$ cat src/ppq_pkg.sv
// ----------------------------------------------------------------------------
// Priority print queue package
// Shared types, codes and helpers for the priority print queue blocks.
// ----------------------------------------------------------------------------
package ppq_pkg;

   // Width of the job count carried in every result.
   localparam int CountWidth = 5;

   // Request operations.
   typedef enum logic [1:0] {
      OP_INSERT  = 2'd0,
      OP_REMOVE  = 2'd1,
      OP_CONSULT = 2'd2,
      OP_LIST    = 2'd3
   } op_type;

   // Result status codes.
   typedef enum logic [1:0] {
      ST_OK        = 2'd0,
      ST_NOT_FOUND = 2'd1,
      ST_FULL      = 2'd2,
      ST_EMPTY     = 2'd3
   } status_type;

   // Back end sequencer states.
   typedef enum logic [1:0] {
      BACK_IDLE   = 2'd0,
      BACK_SCAN   = 2'd1,
      BACK_FINISH = 2'd2
   } back_state_type;

   // Request payload as it arrives on the input channel.
   typedef struct packed {
      logic [1:0]  req_type;
      logic [15:0] job_id;
      logic [15:0] page_count;
      logic [7:0]  job_priority;
   } req_payload_type;

   // Result payload as it leaves on the output channel.
   typedef struct packed {
      status_type            status;
      logic [15:0]           out_id;
      logic [15:0]           out_pages;
      logic [7:0]            out_priority;
      logic [CountWidth-1:0] queue_count;
      logic                  last;
   } rsp_payload_type;

   // One stored job record.
   typedef struct packed {
      logic [15:0] id;
      logic [15:0] pages;
      logic [7:0]  prio;
   } job_rec_type;

   // Decoded command handed from the front end to the back end.
   typedef struct packed {
      op_type      op;
      job_rec_type job;
   } cmd_type;

   // Builds one result from a status, a job record and the job count.
   function automatic rsp_payload_type make_rsp(
      input status_type            status,
      input job_rec_type           job,
      input logic [CountWidth-1:0] count,
      input logic                  last
   );
      rsp_payload_type r;
      r.status       = status;
      r.out_id       = job.id;
      r.out_pages    = job.pages;
      r.out_priority = job.prio;
      r.queue_count  = count;
      r.last         = last;
      return r;
   endfunction

endpackage

$ cat src/ppq_front.sv
// ----------------------------------------------------------------------------
// Priority print queue front end
// Accepts requests, decodes them into commands and buffers them in a
// two-entry queue ahead of the back end.
// ----------------------------------------------------------------------------
module ppq_front (
   input  logic                     clock,
   input  logic                     reset,
   input  logic                     req_valid,
   output logic                     req_ready,
   input  ppq_pkg::req_payload_type req_payload,
   output logic                     cmd_valid,
   input  logic                     cmd_ready,
   output ppq_pkg::cmd_type         cmd
);

   localparam int Depth = 2;

   ppq_pkg::cmd_type fifo_ff [Depth];
   ppq_pkg::cmd_type cmd_in;
   logic             wr_ptr_ff, wr_ptr_in;
   logic             rd_ptr_ff, rd_ptr_in;
   logic [1:0]       fill_ff, fill_in;
   logic             push, pop;

   // Decode the request into a command.
   always_comb begin
      cmd_in.op       = ppq_pkg::op_type'(req_payload.req_type);
      cmd_in.job.id    = req_payload.job_id;
      cmd_in.job.pages = req_payload.page_count;
      cmd_in.job.prio  = req_payload.job_priority;
   end

   // Queue handshakes.
   assign req_ready = (fill_ff != 2'(Depth));
   assign cmd_valid = (fill_ff != 2'd0);
   assign cmd       = fifo_ff[rd_ptr_ff];
   assign push      = req_valid && req_ready;
   assign pop       = cmd_valid && cmd_ready;

   // Pointer and fill updates.
   always_comb begin
      wr_ptr_in = push ? wr_ptr_ff + 1'b1 : wr_ptr_ff;
      rd_ptr_in = pop ? rd_ptr_ff + 1'b1 : rd_ptr_ff;
      fill_in   = fill_ff;
      if (push && !pop) begin
         fill_in = fill_ff + 2'd1;
      end else if (pop && !push) begin
         fill_in = fill_ff - 2'd1;
      end
   end

   // Control registers.
   always_ff @(posedge clock) begin
      if (reset) begin
         wr_ptr_ff <= 1'b0;
         rd_ptr_ff <= 1'b0;
         fill_ff   <= 2'd0;
      end else begin
         wr_ptr_ff <= wr_ptr_in;
         rd_ptr_ff <= rd_ptr_in;
         fill_ff   <= fill_in;
      end
   end

   // Queue storage.
   always_ff @(posedge clock) begin
      if (push) begin
         fifo_ff[wr_ptr_ff] <= cmd_in;
      end
   end

endmodule

$ cat src/ppq_back.sv
// ----------------------------------------------------------------------------
// Priority print queue back end
// Holds the sorted job ring and carries out one command per pass, rotating
// the ring once through all slots while it inserts, removes or reports; an insert into a full queue skips the rotation.
// ----------------------------------------------------------------------------
module ppq_back #(
   parameter int QUEUE_DEPTH = 16
) (
   input  logic                     clock,
   input  logic                     reset,
   input  logic                     cmd_valid,
   output logic                     cmd_ready,
   input  ppq_pkg::cmd_type         cmd,
   output logic                     rsp_valid,
   input  logic                     rsp_ready,
   output ppq_pkg::rsp_payload_type rsp_payload
);

   localparam int CW = $clog2(QUEUE_DEPTH + 1);
   localparam int SW = $clog2(QUEUE_DEPTH);
   localparam logic [CW-1:0] FullCount = CW'(QUEUE_DEPTH);
   localparam logic [SW-1:0] LastStep  = SW'(QUEUE_DEPTH - 1);

   ppq_pkg::back_state_type  state_ff, state_in;
   ppq_pkg::job_rec_type     slot_ff [QUEUE_DEPTH];
   ppq_pkg::cmd_type         cmd_ff;
   logic [CW-1:0]            count_ff, count_in;
   logic [SW-1:0]            step_ff, step_in;
   logic                     done_ff, done_in;
   ppq_pkg::job_rec_type     hold_ff, hold_in;
   logic                     pend_valid_ff, pend_valid_in;
   ppq_pkg::job_rec_type     pend_ff, pend_in;
   logic                     rsp_valid_ff, rsp_valid_in;
   ppq_pkg::rsp_payload_type rsp_ff, rsp_in;

   ppq_pkg::job_rec_type     head, next_rec, push_rec;
   logic                     head_live, id_hit, out_free, is_full;
   logic                     step_go, shift_en, ahead, hit, match;
   logic                     cmd_take;

   // Views of the ring head and of the command under way.
   assign head      = slot_ff[0];
   assign next_rec  = slot_ff[1];
   assign head_live = (CW'(step_ff) < count_ff);
   assign id_hit    = (head.id == cmd_ff.job.id);
   assign out_free  = !rsp_valid_ff || rsp_ready;
   assign is_full   = (count_ff == FullCount);
   assign cmd_take  = cmd_valid && cmd_ready;
   assign rsp_valid   = rsp_valid_ff;
   assign rsp_payload = rsp_ff;

   // Next state.
   always_comb begin
      state_in = state_ff;
      unique case (state_ff)
         ppq_pkg::BACK_IDLE: begin
            if (cmd_valid) begin
               if (cmd.op == ppq_pkg::OP_INSERT && is_full) begin
                  state_in = ppq_pkg::BACK_FINISH;
               end else begin
                  state_in = ppq_pkg::BACK_SCAN;
               end
            end
         end
         ppq_pkg::BACK_SCAN: begin
            if (step_go && step_ff == LastStep) begin
               state_in = ppq_pkg::BACK_FINISH;
            end
         end
         ppq_pkg::BACK_FINISH: begin
            if (out_free) begin
               state_in = ppq_pkg::BACK_IDLE;
            end
         end
         default: begin
            state_in = ppq_pkg::BACK_IDLE;
         end
      endcase
   end

   // Outputs and datapath for each state.
   always_comb begin
      cmd_ready     = 1'b0;
      step_go       = 1'b0;
      shift_en      = 1'b0;
      ahead         = 1'b0;
      hit           = 1'b0;
      match         = 1'b0;
      push_rec      = head;
      step_in       = step_ff;
      done_in       = done_ff;
      hold_in       = hold_ff;
      pend_valid_in = pend_valid_ff;
      pend_in       = pend_ff;
      count_in      = count_ff;
      rsp_valid_in  = rsp_valid_ff && !rsp_ready;
      rsp_in        = rsp_ff;
      unique case (state_ff)
         ppq_pkg::BACK_IDLE: begin
            cmd_ready = 1'b1;
            if (cmd_valid) begin
               step_in       = '0;
               done_in       = 1'b0;
               pend_valid_in = 1'b0;
            end
         end
         ppq_pkg::BACK_SCAN: begin
            unique case (cmd_ff.op)
               ppq_pkg::OP_INSERT: begin
                  // The new job goes ahead of the first entry that is not
                  // higher, or right after the last live entry.
                  ahead   = !done_ff && (!head_live || cmd_ff.job.prio >= head.prio);
                  step_go = 1'b1;
                  if (ahead) begin
                     push_rec = cmd_ff.job;
                  end else if (done_ff) begin
                     push_rec = hold_ff;
                  end
                  if (ahead || done_ff) begin
                     hold_in = head;
                  end
                  done_in = done_ff || ahead;
               end
               ppq_pkg::OP_REMOVE: begin
                  // From the hit on, the ring closes up by taking the next slot.
                  hit     = !done_ff && head_live && id_hit;
                  step_go = 1'b1;
                  if (done_ff || hit) begin
                     push_rec = next_rec;
                  end
                  if (hit) begin
                     hold_in = head;
                  end
                  done_in = done_ff || hit;
               end
               ppq_pkg::OP_CONSULT, ppq_pkg::OP_LIST: begin
                  // One matching entry is held back so that the final one
                  // can carry the last flag.
                  match   = head_live && (cmd_ff.op == ppq_pkg::OP_LIST || id_hit);
                  step_go = !(match && pend_valid_ff && !out_free);
                  if (step_go && match) begin
                     pend_in       = head;
                     pend_valid_in = 1'b1;
                     if (pend_valid_ff) begin
                        rsp_valid_in = 1'b1;
                        rsp_in = ppq_pkg::make_rsp(ppq_pkg::ST_OK, pend_ff,
                           ppq_pkg::CountWidth'(count_ff), 1'b0);
                     end
                  end
               end
               default: begin
                  step_go = 1'b1;
               end
            endcase
            if (step_go) begin
               shift_en = 1'b1;
               step_in  = step_ff + 1'b1;
            end
         end
         ppq_pkg::BACK_FINISH: begin
            if (out_free) begin
               rsp_valid_in = 1'b1;
               unique case (cmd_ff.op)
                  ppq_pkg::OP_INSERT: begin
                     if (is_full) begin
                        rsp_in = ppq_pkg::make_rsp(ppq_pkg::ST_FULL, '0,
                           ppq_pkg::CountWidth'(count_ff), 1'b1);
                     end else begin
                        count_in = count_ff + 1'b1;
                        rsp_in = ppq_pkg::make_rsp(ppq_pkg::ST_OK, cmd_ff.job,
                           ppq_pkg::CountWidth'(count_in), 1'b1);
                     end
                  end
                  ppq_pkg::OP_REMOVE: begin
                     if (done_ff) begin
                        count_in = count_ff - 1'b1;
                        rsp_in = ppq_pkg::make_rsp(ppq_pkg::ST_OK, hold_ff,
                           ppq_pkg::CountWidth'(count_in), 1'b1);
                     end else begin
                        rsp_in = ppq_pkg::make_rsp(ppq_pkg::ST_NOT_FOUND, '0,
                           ppq_pkg::CountWidth'(count_ff), 1'b1);
                     end
                  end
                  ppq_pkg::OP_CONSULT: begin
                     if (pend_valid_ff) begin
                        rsp_in = ppq_pkg::make_rsp(ppq_pkg::ST_OK, pend_ff,
                           ppq_pkg::CountWidth'(count_ff), 1'b1);
                     end else begin
                        rsp_in = ppq_pkg::make_rsp(ppq_pkg::ST_NOT_FOUND, '0,
                           ppq_pkg::CountWidth'(count_ff), 1'b1);
                     end
                  end
                  ppq_pkg::OP_LIST: begin
                     if (pend_valid_ff) begin
                        rsp_in = ppq_pkg::make_rsp(ppq_pkg::ST_OK, pend_ff,
                           ppq_pkg::CountWidth'(count_ff), 1'b1);
                     end else begin
                        rsp_in = ppq_pkg::make_rsp(ppq_pkg::ST_EMPTY, '0,
                           ppq_pkg::CountWidth'(count_ff), 1'b1);
                     end
                  end
                  default: begin
                     rsp_in = ppq_pkg::make_rsp(ppq_pkg::ST_EMPTY, '0,
                        ppq_pkg::CountWidth'(count_ff), 1'b1);
                  end
               endcase
            end
         end
         default: begin
            cmd_ready = 1'b0;
         end
      endcase
   end

   // Control registers.
   always_ff @(posedge clock) begin
      if (reset) begin
         state_ff      <= ppq_pkg::BACK_IDLE;
         count_ff      <= '0;
         step_ff       <= '0;
         done_ff       <= 1'b0;
         pend_valid_ff <= 1'b0;
         rsp_valid_ff  <= 1'b0;
      end else begin
         state_ff      <= state_in;
         count_ff      <= count_in;
         step_ff       <= step_in;
         done_ff       <= done_in;
         pend_valid_ff <= pend_valid_in;
         rsp_valid_ff  <= rsp_valid_in;
      end
   end

   // Payload registers.
   always_ff @(posedge clock) begin
      hold_ff <= hold_in;
      pend_ff <= pend_in;
      rsp_ff  <= rsp_in;
      if (cmd_take) begin
         cmd_ff <= cmd;
      end
   end

   // Job ring: pops at the head and refills at the tail on every scan step.
   always_ff @(posedge clock) begin
      if (shift_en) begin
         for (int i = 0; i < QUEUE_DEPTH - 1; i++) begin
            slot_ff[i] <= slot_ff[i + 1];
         end
         slot_ff[QUEUE_DEPTH - 1] <= push_rec;
      end
   end

endmodule

$ cat src/priority_print_queue_top.sv
// ----------------------------------------------------------------------------
// Priority print queue top level
// Bounded job queue kept in descending priority order, with insert, remove,
// consult and list requests.
// ----------------------------------------------------------------------------
// A request is taken into a two-entry queue and then handled by a back end
// that rotates its ring of QUEUE_DEPTH job slots once per request, one slot
// each cycle unless the scan pauses; an insert into a full queue skips the
// rotation. A consult or list may emit up to QUEUE_DEPTH results, and the
// scan pauses on a match while the result register is still held.
// Every result carries the job count after the request, and the final
// result of a request has last set.
module priority_print_queue_top #(
   parameter int QUEUE_DEPTH = 16
) (
   input  logic                     clock,
   input  logic                     reset,
   input  logic                     req_valid,
   output logic                     req_ready,
   input  ppq_pkg::req_payload_type req_payload,
   output logic                     rsp_valid,
   input  logic                     rsp_ready,
   output ppq_pkg::rsp_payload_type rsp_payload
);

   logic             cmd_valid;
   logic             cmd_ready;
   ppq_pkg::cmd_type cmd;

   // Request intake and decode.
   ppq_front u_front (
      .clock       (clock),
      .reset       (reset),
      .req_valid   (req_valid),
      .req_ready   (req_ready),
      .req_payload (req_payload),
      .cmd_valid   (cmd_valid),
      .cmd_ready   (cmd_ready),
      .cmd         (cmd)
   );

   // Job ring and result generation.
   ppq_back #(
      .QUEUE_DEPTH (QUEUE_DEPTH)
   ) u_back (
      .clock       (clock),
      .reset       (reset),
      .cmd_valid   (cmd_valid),
      .cmd_ready   (cmd_ready),
      .cmd         (cmd),
      .rsp_valid   (rsp_valid),
      .rsp_ready   (rsp_ready),
      .rsp_payload (rsp_payload)
   );

endmodule

$ cat config.mk
export PLATFORM = sky130hd
export DESIGN_NAME = priority_print_queue_top
export DESIGN_NICKNAME = d
export VERILOG_FILES = /design/src/ppq_pkg.sv /design/src/ppq_front.sv /design/src/ppq_back.sv /design/src/priority_print_queue_top.sv
export SDC_FILE = /design/constraint.sdc
export NUM_CORES = 1
export LEC_CHECK = 0
export ABC_AREA = 1
export BUFFER_PORTS_ARGS = -buffer_cell sky130_fd_sc_hd__buf_2
export CAP_MARGIN = 20
export CORE_UTILIZATION = 57
export CTS_CLUSTER_SIZE = 25
export DETAILED_ROUTE_END_ITERATION = 7
export PLACE_DENSITY = 0.74
export SETUP_SLACK_MARGIN = 0.4
export SLEW_MARGIN = 10
export SYNTH_ARGS = -nofsm -noshare
export SYNTH_HDL_FRONTEND = slang
export SYNTH_SLANG_ARGS = --single-unit
$ cat constraint.sdc
create_clock -name clock -period 17.5 [get_ports clock]
set_clock_uncertainty 0.05 [all_clocks]
set_input_delay 0.875 -clock clock [delete_from_list [all_inputs] [get_ports clock]]
set_output_delay 0.875 -clock clock [all_outputs]
set_load 0.03 [all_outputs]
After elaboration in Yosys (flattened, before gate mapping):

Memories as Yosys holds them, arrays and structs flattened. A register that Yosys moved wholly into a read port is not among the register bits.
Cells that the tools add are included.

* flip-flop bits (word level): 188
* bits in writable memories: 724
* input bits: 46
* output and inout bits: 50
* word-level logic and storage cells: 156
* memories kept: 2

* add/sub/neg operators: 7
* reduce and logical (&&, ||, !) cells: 45
* magnitude comparators: 2
* mux-type cells: 54
* equality and inequality tests: 21

Memory list
* u_back.slot_ff: words 16, width 40, read ports 16, clocked after Yosys merged registers in 0, wr ports 16, line ppq_back.sv:25 `ppq_pkg::job_rec_type slot_ff [QUEUE_DEPTH];`
* u_front.fifo_ff: words 2, width 42, read ports 1, clocked after Yosys merged registers in 1, wr ports 1, line ppq_front.sv:19 `ppq_pkg::cmd_type fifo_ff [Depth];`

Operators by type and width (number)
* $mux W48: 6
* $mux W40: 6
* $pmux W48 S4: 1
* $pmux W40 S2: 2
* $pmux W48 S2: 1
* $mux W47: 2
* $mux W1: 18
* $ne A2 B1 Y1 const B: 9
* $eq A16 B16 Y1: 1
* $logic_and A1 B1 Y1: 14
* $mux W2: 6
* $reduce_and A3 Y1: 4
* $mux W5: 2
* $pmux W1 S2: 5
* $pmux W5 S2: 1
* $reduce_and A5 Y1: 2
* $reduce_bool A2 Y1: 5
* $ge A8 B8 Y1: 1
* $logic_not A1 Y1: 8
* $mux W4: 2
* $pmux W4 S2: 1
* $reduce_and A4 Y1: 2
* $eq A2 B2 Y1 const B: 3
* $logic_not A2 Y1: 3
* 15 further kinds: 24

Logic depth before layout (Yosys ltp):

An unclocked memory read counts as a cell.

* word-level depth: 13
* mapped depth: 18
* gate-level depth less buffers: 15

Hierarchy:

Synthesis repeated with hierarchy kept, for this count alone.

* cells, all modules: 2004
* area, all modules: 32747.7 um^2

By module, submodules not included
* ppq_back: area an instance 29271.8 um^2, cells an instance 1836, sequential area each 24603.6 um^2, times used 1
* ppq_front: area an instance 3475.8 um^2, cells an instance 168, sequential area each 2622.5 um^2, times used 1

Worst setup path before layout:

No wires, ideal clock.

* path type: flip-flop to flip-flop
* start point: register u_back.count_ff[2]
* end point: memory u_back.slot_ff[0][0] (netlist name) (enable)
* cell stages (with the launch flop): 12
* path buffers: 1
* clock period less this slack: 14800 ps
* library setup time: 983 ps
* data required time: 16467 ps
* setup slack: 2700 ps
* data arrival time: 13766 ps
* path through: dfxtp_1 > buf_2 > inv_2 > ha_1 > nand2_1 > nor3_2 > nor2_4 > nand3_2 > nand2_1 > nand2_1 > o21ai_0 > inv_1

RTL lines
* from (decl): line ppq_back.sv:27 `logic [CW-1:0] count_ff, count_in;`
* from (signal assigned): line ppq_back.sv:226 `count_ff <= count_in;`
* to (decl): line ppq_back.sv:25

==> metrics.md <==
| Metric | Value |
|---|---|
| Worst IR Drop VDD | between 0.1 and 0.15 mV |
| Clk sinks | slightly above 900 |
| First-pass GRT wire length | between 90 and 100 mm |
| Vias/cell | ~5.8 |
| Hold/Removal Path Class | reg2reg |
| Number of library cell types mapped by synthesis | 39 |
| DRC | 0 |
| Max Freq | around 0.21 GHz |
| Post-route ant nets | 0 |
| FFs w/ async S/R, synth | 0 |
| Crit path time final | 4.69 ns |
| CTS tree | done |
| Total Power | between 6 and 7 mW |
| I/O pins | 96 |
| Post-route cell area | ~37000 um^2 |
| Die Y | 241 um |
| RSZ-0062 raised after global routing | false |
| Post-CTS Hold Buffers | 0 |
| Clock transition at path regs | roughly 0.07 ns |
| Initial Util | 0.576 |
| GRT Total Usage | 0.221 |
| DRT iter0 DRCs | approximately 1900 |
| Overflow after GRT | 0 |
| Run status | completed |
| Critical Path Start Type | flop |
| Final nets | between 2000 and 2500 |
| Simple-gate portion of the synthesized area | 0.0793 |
| Worst path top cell family by delay | buffers and inverters |
| Relative slew margins | 0.252 |
| WP data required | 17.71 ns |
| Cts repair resizes | 0 |
| Hold WS | 0.357 ns |
| Synthesized net count | roughly 2000 |
| Syn_area_per_cell | 16.3 um^2 |
| Die Span X | between 200 and 250 um |
| Initial antenna violation count | 2 |
| Compound-cell area share of the yosys netlist | 0.0382 |
| Largest family of logic cells by synthesized area | simple AND/OR/NAND/NOR gates |
| CP Capture Type | flop |
| Setup_tns | 0 ns |
| Row count | 87 |
| Post-synthesis register bit count | roughly 910 |
| LEAKAGE | between 10 and 15 nW |
| Crit-path cells | inv_2 > ha_1 > nand2_1 > nor3_2 > nor2_4 > nand3_2 > nand2_1 > nand2_1 > o21ai_0 > inv_8 > buf_4 > buf_16 > buf_4 |
| Syn. warnings | 0 |
| Syn Inst Count | 1989 |
| Worst EP arrival | ~5 ns |
| Layout cells sized above 1 | 0.146 |
| Die footprint | around 58000 um^2 |
| Root buffer cell | clkbuf_16 |
| Worst path bufs/invs | 5 |
| Critical Path Slowest Stage Cell | inv_8 |
| Total wire length | between 60 and 70 mm |
| Synthesized area | ~32000 um^2 |
| Period utilisation layout | 0.268 |
| First drt pass iteration count | 6 |
| Mux contribution to synthesized area | 0.0139 |
| Power density over the cells | around 180 nW/um^2 |
| Via Count | 17117 |
| Top_reg_cell synth | edfxtp_1 |
| Most frequent cell on the critical path | nand2_1 |
| Yosys top cell area share | 0.826 |
| Clock buffer depth | 3 |
| Core Region | 56400 um^2 |
| Layout area overhead | 13.1% |
| Dpl hpwl | 34.2 mm |
| XOR/XNOR Fraction of Synth Area | 0.00189 |
| Routed WL per cell | ~21 um |
| CTS buffer count | a little under 90 |
| Maxcap violations | 0 |
| Top post-synthesis cells by area | edfxtp_1, nand2_1, nand3_1, o21ai_0, mux2_2 |
| Post-synth top area cell | edfxtp_1 |
| Worst-Skew Late Latency | roughly 0.65 ns |
| Number of global-route vias before repair | between 15000 and 20000 |
| Post-DP Area | 33800 um^2 |
| CTS HTree Levels | 3 |
| Largest net degree at the start of global routing | approximately 170 |
| Port-buffer cells | 95 |
| Slew @ Worst Pin | between 1 and 1.5 ns |
| Post-synth EDFFs | about 890 |
| Final Slew Violations | 0 |
| Seq/Total Area, Yosys | 0.838 |
| Final setup violation count | 0 |
| Synth Area in Adders | 0.00693 |
| Hold Vio Cnt, Final | 0 |
| Routability cong. | around 0.86 |
| Final core occ | 0.651 |
| CP Class | reg2reg |
| Maximum fanout along the worst path | 166 |
| Largest stage delay, worst path | 0.77 ns |
| Post-CTS Setup Inserts | 0 |
## routing by layer
| layer | global-route usage | vias to the layer above | share of wire |
|---|---|---|---|
| met5 | 0 | - | 0 |
| met4 | 0.111 | 0 | 0.048 |
| met3 | 0.0479 | 208 | 0.086 |
| met2 | 0.322 | 983 | 0.45 |
| met1 | 0.321 | 8355 | 0.42 |
| li1 | - | 7571 | - |
## layout make-up
type | instances | area [um^2]
repair buffers | 122 | 718
inverters | 100 | 383
multi-input cells | 902 | 4610
well taps | 756 | 946
diodes | 1 | 2.50
flip-flops and latches | 913 | 27200
fillers | 3855 | 19700
clock buffers | 107 | 2360
clock inverters | 52 | 490
## state kept, by name, indices dropped and copies added, names as in the netlist, named ones only
signal / flops
u_front.wr_ptr_ff: 1
u_back.pend_valid_ff: 1
u_back.hold_ff: 40
u_back.rsp_valid: 1
u_back.done_ff: 1
u_back.slot_ff: 640
u_back.rsp_payload: 48
u_back.pend_ff: 40
u_back.count_ff: 5
u_front.fill_ff: 2
u_back.step_ff: 4
u_front.fifo_ff: 84
u_back.cmd_ff: 42
u_back.state_ff: 2
u_front.rd_ptr_ff: 1
## report_power, final
group,total (mW),switching (mW),internal [mW],leakage [nW]
logic,1.31,1.00,0.302,2.91
registers,3.54,0.241,3.30,8.39
clock network,1.85,0.798,1.05,1.39
total,6.70,2.04,4.66,12.7
## path summary, 6_finish.rpt
kind / from / to / slack [ns] / cells after the start
setup reg to reg: u_back.count_ff[2] / u_back.slot_ff[0][315] / 12.81 / 13
hold / removal: u_back.slot_ff[0][297] / u_back.slot_ff[0][257] / 0.36 / 0
hold reg to reg: u_back.slot_ff[0][297] / u_back.slot_ff[0][257] / 0.36 / 0
setup / recovery: u_back.count_ff[2] / u_back.slot_ff[0][315] / 12.81 / 13
## through the flow
stage,worst slack [ns],instances
floorplan,2.70,1989
global placement,12.51,2791
detailed placement,12.26,2791
CTS,12.34,2950
global route,12.42,2953
finish,12.81,2953
## cell usage after synthesis, types with 6 or more instances
cell / instances
clkbuf_1: 50
nand2_1: 398
nor2_1: 96
mux2_2: 40
dfxtp_1: 19
o21ai_0: 95
o21ai_1: 13
nand4_1: 19
a22o_1: 23
buf_2: 12
edfxtp_1: 894
a31oi_1: 33
ha_1: 18
inv_1: 95
nor2_2: 6
a21oi_1: 33
nand3_1: 95
## layout by cell type, fill, tap and decap left out, types with 6 or more instances in the layout
master / instances
a21oi_1: 32
a22o_1: 23
a31oi_1: 33
buf_2: 95
buf_4: 25
bufinv_16: 6
clkbuf_1: 13
clkbuf_16: 90
clkinv_1: 19
clkinv_2: 19
dfxtp_1: 17
edfxtp_1: 894
ha_1: 18
inv_1: 92
inv_2: 6
mux2_2: 40
nand2_1: 398
nand3_1: 95
nand4_1: 19
nor2_1: 91
nor2_4: 7
o21ai_0: 95
o21ai_1: 13
## logic make-up after synthesis
kind of cell / after synthesis
compound gates: 213
xor+xnor: 7
fa+ha+maj: 18
buf+inv: 174
flops: 913
mux: 40
simple gates: 624
(Power assumes the default switching activity.)
